===== src/sv/ipdfs_pkg.sv =====
package ipdfs_pkg;

   // Default sizes
   localparam int BUFFER_BITS_DEFAULT = 256;
   localparam int FRAME_BITS_DEFAULT  = 14;

   // Field and register widths
   localparam int KIND_W   = 1;
   localparam int TYPE_W   = 3;
   localparam int ROBOT_W  = 4;
   localparam int ARG_W    = 7;
   localparam int TICKS_W  = 16;
   localparam int BITS_W   = 5;
   localparam int CSR_IDX_W = 4;

   // Frame layout: type above robot above argument
   localparam int ROBOT_SHIFT = ARG_W;
   localparam int TYPE_SHIFT  = ARG_W + ROBOT_W;
   localparam int PACKED_W    = TYPE_SHIFT + TYPE_W;

   // Register reset values
   localparam logic [TICKS_W-1:0] HEADER_TICKS_RESET = 16'd8;
   localparam logic [TICKS_W-1:0] PAUSE_TICKS_RESET  = 16'd1;
   localparam logic [TICKS_W-1:0] ONE_TICKS_RESET    = 16'd3;
   localparam logic [TICKS_W-1:0] ZERO_TICKS_RESET   = 16'd1;

   // Register indexes
   typedef enum logic [CSR_IDX_W-1:0] {
      REG_HEADER_TICKS = 4'd0,
      REG_PAUSE_TICKS  = 4'd1,
      REG_ONE_TICKS    = 4'd2,
      REG_ZERO_TICKS   = 4'd3
   } reg_index_type;

   // Item kinds
   typedef enum logic [KIND_W-1:0] {
      OP_TICK    = 1'b0,
      OP_ENQUEUE = 1'b1
   } op_type;

   // Queue head status seen by the back end
   typedef struct packed {
      logic   not_empty;
      op_type op;
   } queue_status_type;

endpackage


===== src/sv/ipdfs_if.sv =====
interface ipdfs_req_if
   import ipdfs_pkg::*;
   ();
   logic               valid;
   logic               ready;
   logic [KIND_W-1:0]  kind;
   logic [TYPE_W-1:0]  frame_type;
   logic [ROBOT_W-1:0] robot_id;
   logic [ARG_W-1:0]   argument;

   modport source (output valid, kind, frame_type, robot_id, argument, input ready);
   modport sink   (input valid, kind, frame_type, robot_id, argument, output ready);
endinterface

interface ipdfs_rsp_if;
   logic valid;
   logic ready;
   logic carrier_on;
   logic frame_marker;

   modport source (output valid, carrier_on, frame_marker, input ready);
   modport sink   (input valid, carrier_on, frame_marker, output ready);
endinterface


===== src/sv/ipdfs_front.sv =====
module ipdfs_front
   import ipdfs_pkg::*;
#(
   parameter int FRAME_BITS = FRAME_BITS_DEFAULT
) (
   input  logic                  clock,
   input  logic                  reset,
   ipdfs_req_if.sink             req_bus,
   output queue_status_type      q_status,
   output logic [FRAME_BITS-1:0] q_frame,
   input  logic                  q_pop
);

   localparam int DEPTH = 2;

   op_type                slot_op_ff    [DEPTH];
   logic [FRAME_BITS-1:0] slot_frame_ff [DEPTH];
   logic                  wr_ptr_ff, wr_ptr_in;
   logic                  rd_ptr_ff, rd_ptr_in;
   logic [1:0]            count_ff, count_in;
   logic                  push;
   op_type                op_in;
   logic [FRAME_BITS-1:0] frame_in;

   // Classify the word and pack the frame
   always_comb begin
      op_in    = op_type'(req_bus.kind);
      frame_in = FRAME_BITS'({req_bus.frame_type, req_bus.robot_id, req_bus.argument});
   end

   assign req_bus.ready = (count_ff != 2'(DEPTH));
   assign push          = req_bus.valid && req_bus.ready;

   // Advance pointers and fill count
   always_comb begin
      wr_ptr_in = push  ? ~wr_ptr_ff : wr_ptr_ff;
      rd_ptr_in = q_pop ? ~rd_ptr_ff : rd_ptr_ff;
      count_in  = count_ff + 2'(push) - 2'(q_pop);
   end

   always_ff @(posedge clock) begin
      if (reset) begin
         wr_ptr_ff <= 1'b0;
         rd_ptr_ff <= 1'b0;
         count_ff  <= 2'd0;
      end else begin
         wr_ptr_ff <= wr_ptr_in;
         rd_ptr_ff <= rd_ptr_in;
         count_ff  <= count_in;
      end
   end

   // Hold queued words
   always_ff @(posedge clock) begin
      if (push) begin
         slot_op_ff[wr_ptr_ff]    <= op_in;
         slot_frame_ff[wr_ptr_ff] <= frame_in;
      end
   end

   assign q_status.not_empty = (count_ff != 2'd0);
   assign q_status.op        = slot_op_ff[rd_ptr_ff];
   assign q_frame            = slot_frame_ff[rd_ptr_ff];

endmodule


===== src/sv/ipdfs_back.sv =====
module ipdfs_back
   import ipdfs_pkg::*;
#(
   parameter int BUFFER_BITS = BUFFER_BITS_DEFAULT,
   parameter int FRAME_BITS  = FRAME_BITS_DEFAULT
) (
   input  logic                  clock,
   input  logic                  reset,
   input  queue_status_type      q_status,
   input  logic [FRAME_BITS-1:0] q_frame,
   output logic                  q_pop,
   input  logic                  csr_we,
   input  logic [CSR_IDX_W-1:0]  csr_index,
   input  logic [TICKS_W-1:0]    csr_wdata,
   ipdfs_rsp_if.source           rsp_bus
);

   localparam int PTR_W = $clog2(BUFFER_BITS);
   localparam int CNT_W = $clog2(FRAME_BITS);
   localparam logic [PTR_W-1:0]  PTR_LAST  = PTR_W'(BUFFER_BITS - 1);
   localparam logic [CNT_W-1:0]  CNT_LAST  = CNT_W'(FRAME_BITS - 1);
   localparam logic [BITS_W-1:0] BITS_FULL = BITS_W'(FRAME_BITS);

   typedef enum logic [3:0] {
      ST_IDLE  = 4'b0001,
      ST_WRITE = 4'b0010,
      ST_FETCH = 4'b0100,
      ST_EMIT  = 4'b1000
   } state_type;

   state_type             state_ff, state_in;
   logic [TICKS_W-1:0]    header_ticks_ff, pause_ticks_ff, one_ticks_ff, zero_ticks_ff;
   logic                  mem [BUFFER_BITS];
   logic                  rd_data_ff;
   logic [PTR_W-1:0]      rd_ptr_ff, rd_ptr_in;
   logic [PTR_W-1:0]      wr_ptr_ff, wr_ptr_in;
   logic [FRAME_BITS-1:0] shift_ff, shift_in;
   logic [CNT_W-1:0]      bit_cnt_ff, bit_cnt_in;
   logic [TICKS_W-1:0]    countdown_ff, countdown_in;
   logic [BITS_W-1:0]     bits_left_ff, bits_left_in;
   logic                  mark_ff, mark_in;
   logic                  after_header_ff, after_header_in;
   logic                  marker_ff, marker_in;
   logic                  rsp_valid_ff, rsp_valid_in;
   logic                  carrier_out_ff, marker_out_ff;
   logic                  mem_we;
   logic                  out_free;
   logic                  load_out;

   // Configuration registers
   always_ff @(posedge clock) begin
      if (reset) begin
         header_ticks_ff <= HEADER_TICKS_RESET;
         pause_ticks_ff  <= PAUSE_TICKS_RESET;
         one_ticks_ff    <= ONE_TICKS_RESET;
         zero_ticks_ff   <= ZERO_TICKS_RESET;
      end else if (csr_we) begin
         case (csr_index)
            REG_HEADER_TICKS: header_ticks_ff <= csr_wdata;
            REG_PAUSE_TICKS:  pause_ticks_ff  <= csr_wdata;
            REG_ONE_TICKS:    one_ticks_ff    <= csr_wdata;
            REG_ZERO_TICKS:   zero_ticks_ff   <= csr_wdata;
            default: ;
         endcase
      end
   end

   assign out_free = !rsp_valid_ff || rsp_bus.ready;
   assign mem_we   = (state_ff == ST_WRITE);

   // Sequence the back end
   always_comb begin
      state_in        = state_ff;
      q_pop           = 1'b0;
      load_out        = 1'b0;
      rd_ptr_in       = rd_ptr_ff;
      wr_ptr_in       = wr_ptr_ff;
      shift_in        = shift_ff;
      bit_cnt_in      = bit_cnt_ff;
      countdown_in    = countdown_ff;
      bits_left_in    = bits_left_ff;
      mark_in         = mark_ff;
      after_header_in = after_header_ff;
      marker_in       = marker_ff;
      case (state_ff)
         ST_IDLE: begin
            if (q_status.not_empty) begin
               q_pop = 1'b1;
               if (q_status.op == OP_ENQUEUE) begin
                  shift_in   = q_frame;
                  bit_cnt_in = '0;
                  state_in   = ST_WRITE;
               end else begin
                  state_in = ST_FETCH;
               end
            end
         end
         ST_WRITE: begin
            // Store one bit a cycle, most significant first
            shift_in   = {shift_ff[FRAME_BITS-2:0], 1'b0};
            bit_cnt_in = bit_cnt_ff + 1'b1;
            wr_ptr_in  = (wr_ptr_ff == PTR_LAST) ? '0 : wr_ptr_ff + 1'b1;
            if (bit_cnt_ff == CNT_LAST) begin
               state_in = ST_EMIT;
            end
         end
         ST_FETCH: begin
            // Advance the carrier timing by one tick
            if (countdown_ff != '0) begin
               countdown_in = countdown_ff - 1'b1;
            end else if (mark_ff) begin
               countdown_in = pause_ticks_ff;
               mark_in      = 1'b0;
            end else if ((rd_ptr_ff == wr_ptr_ff) || (bits_left_ff == '0)) begin
               countdown_in    = header_ticks_ff;
               mark_in         = 1'b1;
               bits_left_in    = BITS_FULL;
               after_header_in = 1'b1;
            end else begin
               marker_in       = after_header_ff;
               rd_ptr_in       = (rd_ptr_ff == PTR_LAST) ? '0 : rd_ptr_ff + 1'b1;
               countdown_in    = rd_data_ff ? one_ticks_ff : zero_ticks_ff;
               after_header_in = 1'b0;
               bits_left_in    = bits_left_ff - 1'b1;
               mark_in         = 1'b1;
            end
            state_in = ST_EMIT;
         end
         ST_EMIT: begin
            if (out_free) begin
               load_out = 1'b1;
               state_in = ST_IDLE;
            end
         end
         default: begin
            state_in = ST_IDLE;
         end
      endcase
   end

   assign rsp_valid_in = load_out ? 1'b1 : (rsp_bus.ready ? 1'b0 : rsp_valid_ff);

   always_ff @(posedge clock) begin
      if (reset) begin
         state_ff        <= ST_IDLE;
         rd_ptr_ff       <= '0;
         wr_ptr_ff       <= '0;
         bit_cnt_ff      <= '0;
         countdown_ff    <= HEADER_TICKS_RESET;
         bits_left_ff    <= BITS_FULL;
         mark_ff         <= 1'b1;
         after_header_ff <= 1'b1;
         marker_ff       <= 1'b0;
         rsp_valid_ff    <= 1'b0;
      end else begin
         state_ff        <= state_in;
         rd_ptr_ff       <= rd_ptr_in;
         wr_ptr_ff       <= wr_ptr_in;
         bit_cnt_ff      <= bit_cnt_in;
         countdown_ff    <= countdown_in;
         bits_left_ff    <= bits_left_in;
         mark_ff         <= mark_in;
         after_header_ff <= after_header_in;
         marker_ff       <= marker_in;
         rsp_valid_ff    <= rsp_valid_in;
      end
   end

   // Hold the frame shifter and the result word
   always_ff @(posedge clock) begin
      shift_ff <= shift_in;
      if (load_out) begin
         carrier_out_ff <= mark_ff;
         marker_out_ff  <= marker_ff;
      end
   end

   // Bit ring buffer with registered read
   always_ff @(posedge clock) begin
      if (mem_we) begin
         mem[wr_ptr_ff] <= shift_ff[FRAME_BITS-1];
      end
      rd_data_ff <= mem[rd_ptr_ff];
   end

   assign rsp_bus.valid        = rsp_valid_ff;
   assign rsp_bus.carrier_on   = carrier_out_ff;
   assign rsp_bus.frame_marker = marker_out_ff;

endmodule


===== src/sv/ir_pulse_distance_frame_sender_core.sv =====
// Tick word: dequeue with buffer read, update, output. Enqueue word: the back end
// writes one frame bit per cycle into the bit buffer, which has a write port and a
// separate registered read port, and then outputs a result. One word is in work at a time;
// a 2-entry queue and the output register let the input and result sides stall independently.
// Reset (synchronous, active high) clears pointers and sequencer and loads the configuration
// registers; the bit buffer is never read before being written.
module ir_pulse_distance_frame_sender_core
   import ipdfs_pkg::*;
#(
   parameter int BUFFER_BITS = BUFFER_BITS_DEFAULT,
   parameter int FRAME_BITS  = FRAME_BITS_DEFAULT
) (
   input  logic                 clock,
   input  logic                 reset,
   ipdfs_req_if.sink            req_bus,
   ipdfs_rsp_if.source          rsp_bus,
   input  logic                 csr_we,
   input  logic [CSR_IDX_W-1:0] csr_index,
   input  logic [TICKS_W-1:0]   csr_wdata
);

   queue_status_type      q_status;
   logic [FRAME_BITS-1:0] q_frame;
   logic                  q_pop;

   // Accept and classify words
   ipdfs_front #(
      .FRAME_BITS (FRAME_BITS)
   ) u_front (
      .clock    (clock),
      .reset    (reset),
      .req_bus  (req_bus),
      .q_status (q_status),
      .q_frame  (q_frame),
      .q_pop    (q_pop)
   );

   // Store bits and drive the carrier timing
   ipdfs_back #(
      .BUFFER_BITS (BUFFER_BITS),
      .FRAME_BITS  (FRAME_BITS)
   ) u_back (
      .clock     (clock),
      .reset     (reset),
      .q_status  (q_status),
      .q_frame   (q_frame),
      .q_pop     (q_pop),
      .csr_we    (csr_we),
      .csr_index (csr_index),
      .csr_wdata (csr_wdata),
      .rsp_bus   (rsp_bus)
   );

endmodule


===== src/flat_wrapper.sv =====
// flat-port wrapper written by rule: the top's interface ports become plain ports
module ir_pulse_distance_frame_sender_core_flat import ipdfs_pkg::*;
#(
   parameter int BUFFER_BITS = BUFFER_BITS_DEFAULT,
   parameter int FRAME_BITS  = FRAME_BITS_DEFAULT
)
  (clock, reset, csr_we, csr_index, csr_wdata, req_bus_valid, req_bus_kind, req_bus_frame_type, req_bus_robot_id, req_bus_argument, req_bus_ready, rsp_bus_valid, rsp_bus_carrier_on, rsp_bus_frame_marker, rsp_bus_ready);
  ipdfs_req_if req_bus_i ();
  ipdfs_rsp_if rsp_bus_i ();
  input  logic clock;
  input  logic reset;
  input  logic csr_we;
  input  logic [CSR_IDX_W-1:0] csr_index;
  input  logic [TICKS_W-1:0] csr_wdata;
  input wire logic [$bits(req_bus_i.valid)-1:0] req_bus_valid;
  input wire logic [$bits(req_bus_i.kind)-1:0] req_bus_kind;
  input wire logic [$bits(req_bus_i.frame_type)-1:0] req_bus_frame_type;
  input wire logic [$bits(req_bus_i.robot_id)-1:0] req_bus_robot_id;
  input wire logic [$bits(req_bus_i.argument)-1:0] req_bus_argument;
  output wire logic [$bits(req_bus_i.ready)-1:0] req_bus_ready;
  output wire logic [$bits(rsp_bus_i.valid)-1:0] rsp_bus_valid;
  output wire logic [$bits(rsp_bus_i.carrier_on)-1:0] rsp_bus_carrier_on;
  output wire logic [$bits(rsp_bus_i.frame_marker)-1:0] rsp_bus_frame_marker;
  input wire logic [$bits(rsp_bus_i.ready)-1:0] rsp_bus_ready;
  assign req_bus_i.valid = req_bus_valid;
  assign req_bus_i.kind = req_bus_kind;
  assign req_bus_i.frame_type = req_bus_frame_type;
  assign req_bus_i.robot_id = req_bus_robot_id;
  assign req_bus_i.argument = req_bus_argument;
  assign req_bus_ready = req_bus_i.ready;
  assign rsp_bus_valid = rsp_bus_i.valid;
  assign rsp_bus_carrier_on = rsp_bus_i.carrier_on;
  assign rsp_bus_frame_marker = rsp_bus_i.frame_marker;
  assign rsp_bus_i.ready = rsp_bus_ready;
  ir_pulse_distance_frame_sender_core #(.BUFFER_BITS(BUFFER_BITS), .FRAME_BITS(FRAME_BITS)) u_core (.clock(clock), .reset(reset), .req_bus(req_bus_i), .rsp_bus(rsp_bus_i), .csr_we(csr_we), .csr_index(csr_index), .csr_wdata(csr_wdata));
endmodule

===== config.mk =====
export PLATFORM = sky130hd
export DESIGN_NAME = ir_pulse_distance_frame_sender_core_flat
export DESIGN_NICKNAME = d
export VERILOG_FILES = /design/src/sv/ipdfs_pkg.sv /design/src/sv/ipdfs_if.sv /design/src/sv/ipdfs_front.sv /design/src/sv/ipdfs_back.sv /design/src/sv/ir_pulse_distance_frame_sender_core.sv /design/src/flat_wrapper.sv
export SDC_FILE = /design/constraint.sdc
export NUM_CORES = 1
export LEC_CHECK = 0
export ABC_AREA = 1
export ABC_CLOCK_PERIOD_IN_PS = 7600
export BUFFER_PORTS_ARGS = -buffer_cell sky130_fd_sc_hd__buf_2
export CAP_MARGIN = 10
export CORE_AREA = 2 2 189 191
export CTS_CLUSTER_SIZE = 40
export DETAILED_ROUTE_END_ITERATION = 10
export DIE_AREA = 0 0 191 193
export GPL_ROUTABILITY_DRIVEN = 0
export PLACE_DENSITY_LB_ADDON = 0.3
export SLEW_MARGIN = 30
export SYNTH_ARGS = -nofsm -noshare
export SYNTH_HDL_FRONTEND = slang
export SYNTH_HIERARCHICAL = 1
export SYNTH_SLANG_ARGS = --single-unit

===== constraint.sdc =====
create_clock -name clock -period 7.6 [get_ports clock]
set_input_delay 2.28 -clock clock [delete_from_list [all_inputs] [get_ports clock]]
set_output_delay 2.28 -clock clock [all_outputs]
set_load 0.03 [all_outputs]

; ---- Word-level counts from Yosys, hierarchy flattened
; Memories as Yosys holds them, arrays and structs flattened. A register that Yosys moved wholly into a read port is not among the register bits.
; Cells that the tools add are included.
; Widths: inputs -> output; s select.
[totals]
register_bits = 133
inputBits = 40
mem_count = 3
ram_bits = 286
word_cells = 104
romBits = 0
latchBits = 0
[classes]
n_lt_le_gt_ge = 0
mux = 34
div = 0
addsub = 7
n_shift = 0
eq_ne = 16
reduce_logical = 19
mul = 0
n_bitwise = 5
[mem_list]
columns = memory, depth, width, rd, rd_ports_with_merged_regs, write_ports, line_no
row1 = u_core.u_back.mem, 256, 1, 1, 1, 1, ipdfs_back.sv:33  ; logic mem [BUFFER_BITS];
row2 = u_core.u_front.slot_frame_ff, 2, 14, 1, 1, 1, ipdfs_front.sv:17  ; logic [FRAME_BITS-1:0] slot_frame_ff [DEPTH];
row3 = u_core.u_front.slot_op_ff, 2, 1, 1, 1, 1, ipdfs_front.sv:16  ; op_type slot_op_ff [DEPTH];
[ops]
columns = cell, n
row1 = $mux 16, 4
row2 = $mux 14, 2
row3 = $pmux 14 s2, 1
row4 = $mux 4, 5
row5 = $add 8x1->8 const B, 2
row6 = $eq 8x8->1 const B, 2
row7 = $mux 1, 16
row8 = $mux 8, 2
row9 = $pmux 4 s4, 1
row10 = $reduce_bool 16->1, 1
row11 = $sub 16x1->16 const B, 1
row12 = $eq 4x2->1 const B, 3
row13 = $reduce_and 2->1, 5
row14 = $reduce_and 3->1, 3
row15 = $eq 4x1->1 const B, 2
row16 = $eq 4x4->1 const B, 2
row17 = $eq 8x8->1, 1
row18 = $pmux 4 s2, 1
row19 = $ne 2x1->1 const B, 3
row20 = $reduce_bool 2->1, 3
row21 = $logic_not 5->1, 1
row22 = $mux 5, 1
row23 = $not 1->1, 5
row24 = $sub 5x1->5 const B, 1
row25 = other kinds (11), 13

; ---- Logic depth before layout (Yosys ltp)
[logic_depth]
word_depth = 5
ltp_mapped = 15

; ---- Hierarchy
; Netlist, hierarchy kept.
[by_module_without_submodules]
columns = module, seq_area_each_um2, instances, cells_per_inst, area_per_inst_um2
row1 = ipdfs_back, 10450.0, 1, 2185, 18196.2
row2 = ipdfs_front, 1001.0, 1, 79, 1363.8

; ---- Least setup slack after synthesis
; Ideal clock, no wire load.
[synth_timing]
path_kind = register to register
start = register u_core.u_back.shift_ff[13]
end = memory u_core.u_back.mem[0], data pin
stages_incl_launch_ff = 1
setup_time_ns = 0.817
slack_ns = 3.554
path_buffers = 0
period_less_slack_ns = 4.046
arrival_ns = 3.228
t_required_ns = 6.783
cell_sequence = edfxtp_1
[synth_rtl]
columns = item, line_no
row1 = start: declaration, ipdfs_back.sv:37  ; logic [FRAME_BITS-1:0] shift_ff, shift_in;
row2 = start signal: assignment, ipdfs_back.sv:171  ; shift_ff <= shift_in;
row3 = end: declaration, ipdfs_back.sv:33
; No word-level cell before the write port.

; ---- Worst setup path in the final report
[layout_timing]
start = input port csr_index[3]
end = register u_core.u_back.one_ticks_ff[3]
[layout_via]
elab_chain_cells = 2
[layout_lines]
columns = item, line_no
row1 = start: declaration, flat_wrapper.sv:13  ; input logic [CSR_IDX_W-1:0] csr_index;
row2 = $eq 4x2->1, ipdfs_back.sv:58  ; case (csr_index)
row3 = $reduce_and 2->1 (no line), --
row4 = end signal: assignment, ipdfs_back.sv:61  ; REG_ONE_TICKS: one_ticks_ff <= csr_wdata;
row5 = end: declaration, ipdfs_back.sv:32  ; logic [TICKS_W-1:0] header_ticks_ff, pause_ticks_ff, one_ticks_ff, zero_ticks_ff;
; No other way between the ends.
; A chain may end at the register's enable or synchronous reset.

==> summary.md <==
| Metric | Value |
|---|---|
| Top_reg_cell synth | `edfxtp_1` |
| Initial Utilization | `55.9%` |
| Net count, final | `2290` |
| Worst vdd ir | `roughly 0.00025 V` |
| Async S/R FF share, synth | `0%` |
| # Max-Cap Violations | `0` |
| Final Slew Violations | `0` |
| Antenna Cells | `0` |
| Synth Register Bits | `around 420` |
| DPL Wire Length | `26700 um` |
| DRC | `0` |
| Pwr Total | `roughly 5.7 mW` |
| Crit Path Category | `primary input to register` |
| Syn. warnings | `6` |
| Iteration-0 DRC Markers | `1494` |
| Worst-margin pin slew | `0.970 ns` |
| Synth top cells by count | `nor2_1, nand2_1, edfxtp_1, inv_1, nand3_1` |
| Core area | `~0.035 mm^2` |
| Fin crit share | `50.3%` |
| Antenna viol nets, final | `0` |
| Fin crit period | `3.82 ns` |
| Startpoint types | `primary input` |
| Netlist cell types | `46` |
| Root buffer cell | `clkbuf_16` |
| CP max-delay cell | `clkinv_1` |
| Vias in the first global route | `14500` |
| Largest net degree at the start of global routing | `between 100 and 150` |
| Most Crowded Layer GR | `met2` |
| Design Area, Final | `0.0215 mm^2` |
| Drt total wl | `approximately 46000 um` |
| Initial antenna violation count | `0` |
| # hold bufs at CTS | `0` |
| Drt first pass iters | `6` |
| Pleak | `8.05 nW` |
| Area share of the largest cell type after synthesis | `46.4%` |
| Relative slew slack | `35.2%` |
| Final setup vio count | `0` |
| Area after DPL | `0.0199 mm^2` |
| Post-synth EDFFs | `~300` |
| Fillers | `between 2000 and 3000` |
| Post-Syn Area | `0.0196 mm^2` |
| Crit path max-delay family | `buffers and inverters` |
| Max Clk Rate | `0.262 GHz` |
| Critical path peak fanout | `17` |
| Area contributors post-synth | `edfxtp_1, dfxtp_1, nor2_1` |
| Area growth syn-to-layout | `9.88%` |
| Met1 usage | `31.8%` |
| First-pass GRT wire length | `roughly 73000 um` |
| Crit path required time | `about 8.0 ns` |
| Status | `complete, no violations` |
| Port Buf Inserts | `43` |
| WP data arrival | `about 4.3 ns` |
| Vias per cell | `5.54` |
| Worst Hold Class | `register to register` |
| Most numerous cell in the Yosys netlist | `nor2_1` |
| Clock transition at the registers of the reported paths | `roughly 0.06 ns` |
| WL/cell | `around 17 um` |
| Die Wd | `191 um` |
| Share of cells above drive strength 1 | `7.64%` |
| Cell Pwr Density | `~260 mW/mm^2` |
| Register Area | `between 0.01 and 0.015 mm^2` |
| Area leader, netlist | `edfxtp_1` |
| CP Cell Sequence | `buf_2, nor2_1, inv_1, nor3_2, clkinv_1, o21ai_0, a21oi_1` |
| Setup TNS | `0 ns` |
| Unrepaired setup endpoints after global routing | `no` |
| GRT met2 Usage | `between 40% and 50%` |
| Via Count | `15200` |
| Row cnt | `69` |
| Clk buf depth | `3` |
| Post-synthesis cell count | `between 2000 and 2500` |
| # clock sinks | `421` |
| Final hold violations | `0` |
| Syn Area/Cell | `8.64 um^2` |
| CTS buffer count | `46` |
| Post-CTS setup buffers | `0` |
| Chip height | `193 um` |
| Clock Skew | `0.0162 ns` |
| Register area share after synthesis | `between 50% and 60%` |
| Clk Latency, worst-skew pair | `0.56 ns` |
| CP peak stage delay | `0.61 ns` |
| IO Pins | `44` |
| Die ar. | `between 0.03 and 0.04 mm^2` |
| Area occupied by multi-input gates | `0.00682 mm^2` |
| Worst path bufs/invs | `3` |
| H-tree levels | `2` |
| Worst setup EP type | `register` |
| Met3 usage | `about 4.2%` |
| GRT overflow | `0` |
| Post-Syn Nets | `2315` |
| CTS tree | `done` |
| PostCTS Resize Cnt | `0` |
| Total global routing track utilization | `25.3%` |
[state kept, by name, indices dropped and copies added, names as in the netlist, 2 cells and up, named ones only]
name	cells
u_core/u_back/mem	256
u_core/u_front/slot_frame_ff	28
u_core/u_back/countdown_ff	16
u_core/u_back/header_ticks_ff	16
u_core/u_back/one_ticks_ff	16
u_core/u_back/pause_ticks_ff	16
u_core/u_back/zero_ticks_ff	16
u_core/u_back/shift_ff	14
u_core/u_back/rd_ptr_ff	8
u_core/u_back/wr_ptr_ff	8
u_core/u_back/bits_left_ff	5
u_core/u_back/bit_cnt_ff	4
u_core/u_back/state_ff	4
u_core/u_front/count_ff	2
u_core/u_front/slot_op_ff	2
[power by group]
| part | switching, mW | leakage, nW | internal, mW | total [mW] |
|---|---|---|---|---|
| sequential | 0.0503 | 3.69 | 2.75 | 2.80 |
| clock | 0.904 | 0.783 | 1.39 | 2.30 |
| combinational | 0.411 | 3.58 | 0.151 | 0.562 |
| total | 1.36 | 8.05 | 4.29 | 5.66 |
[logic make-up after synthesis]
family                     after synthesis  synth area share (%)
DFF                                    421                  58.5
buffers and inverters                  321                  6.64
and+or+nand+nor                       1212                  25.1
AOI/OAI and AO/OA                      261                  6.88
adders and majority gates               11                 0.704
muxes                                   15                  1.06
xor gates and xnor gates                23                  1.03
[stage by stage]
step | hold slack, ns | utilization [%] | cells | worst slack [ns]
floorplan | 0.409 | - | 2264 | 3.55
global placement | 0.432 | 56.8 | 2651 | 3.31
detailed placement | 0.440 | 56.9 | 2652 | 3.23
CTS | 0.449 | 61.5 | 2738 | 3.82
global route | 0.462 | 61.5 | 2738 | 3.53
finish | 0.446 | 61.5 | 2738 | 3.78
[worst paths after layout]
kind / from / endpoint / slack, ns / depth (start not counted)
setup / recovery: csr_index[3] / u_core/u_back/one_ticks_ff[3]$_SDFFE_PP0P_ / 3.78 / 7
hold reg to reg: u_core/u_back/zero_ticks_ff[6]$_SDFFE_PP0P_ / u_core/u_back/zero_ticks_ff[6]$_SDFFE_PP0P_ / 0.45 / 2
hold / removal: u_core/u_back/zero_ticks_ff[6]$_SDFFE_PP0P_ / u_core/u_back/zero_ticks_ff[6]$_SDFFE_PP0P_ / 0.45 / 2
setup reg to reg: u_core/u_back/rd_ptr_ff[0]$_SDFFE_PP0P_ / u_core/u_back/rd_data_ff$_DFF_P_ / 4.25 / 12
[per-layer routing]
| metal | share of wire (%) | vias to the layer above |
|---|---|---|
| met4 | 3.1 | 0 |
| li1 | - | 7313 |
| met1 | 40 | 7169 |
| met3 | 8.2 | 98 |
| met5 | 0 | - |
| met2 | 48 | 600 |
[layout make-up]
class,instances,share of cell area [%]
tap,461,2.68
sequential,421,53.3
clock inverter,23,1.07
timing repair buffer,55,1.51
multi-input combinational,1522,31.7
clock buffer,63,6.33
inverter,193,3.39
[cell usage in the layout (no fill, tap or decap), types with 3 or more instances in the layout]
cell,count
nand4_1,7
o211ai_1,9
a21oi_1,84
ha_1,11
nand2_1,489
nand3_1,168
clkbuf_8,6
inv_4,3
xnor2_1,3
xor2_1,20
inv_2,8
nor2_2,4
dfxtp_1,117
edfxtp_1,302
and3_1,3
clkinv_2,7
bufinv_16,4
mux2_2,5
inv_1,175
mux2_4,10
nor2_1,518
clkbuf_16,50
nor4_1,3
buf_2,43
nor3_1,5
clkbuf_1,7
buf_4,9
nand2_2,3
o21ai_0,159
clkinv_1,14
[worst register-to-register path: stages (launching register included)]
cell and delay (ns):
dfxtp_4 0.64, clkinv_2 0.68, buf_4 0.65, o21ai_0 0.42, o21ai_0 0.16, nand2_1 0.09, nand2_1 0.06, inv_1 0.07
nand2_1 0.05, nand2_1 0.05, nand3_1 0.08, nand3_1 0.09, nand2_1 0.15
(Power assumes the default switching activity.)
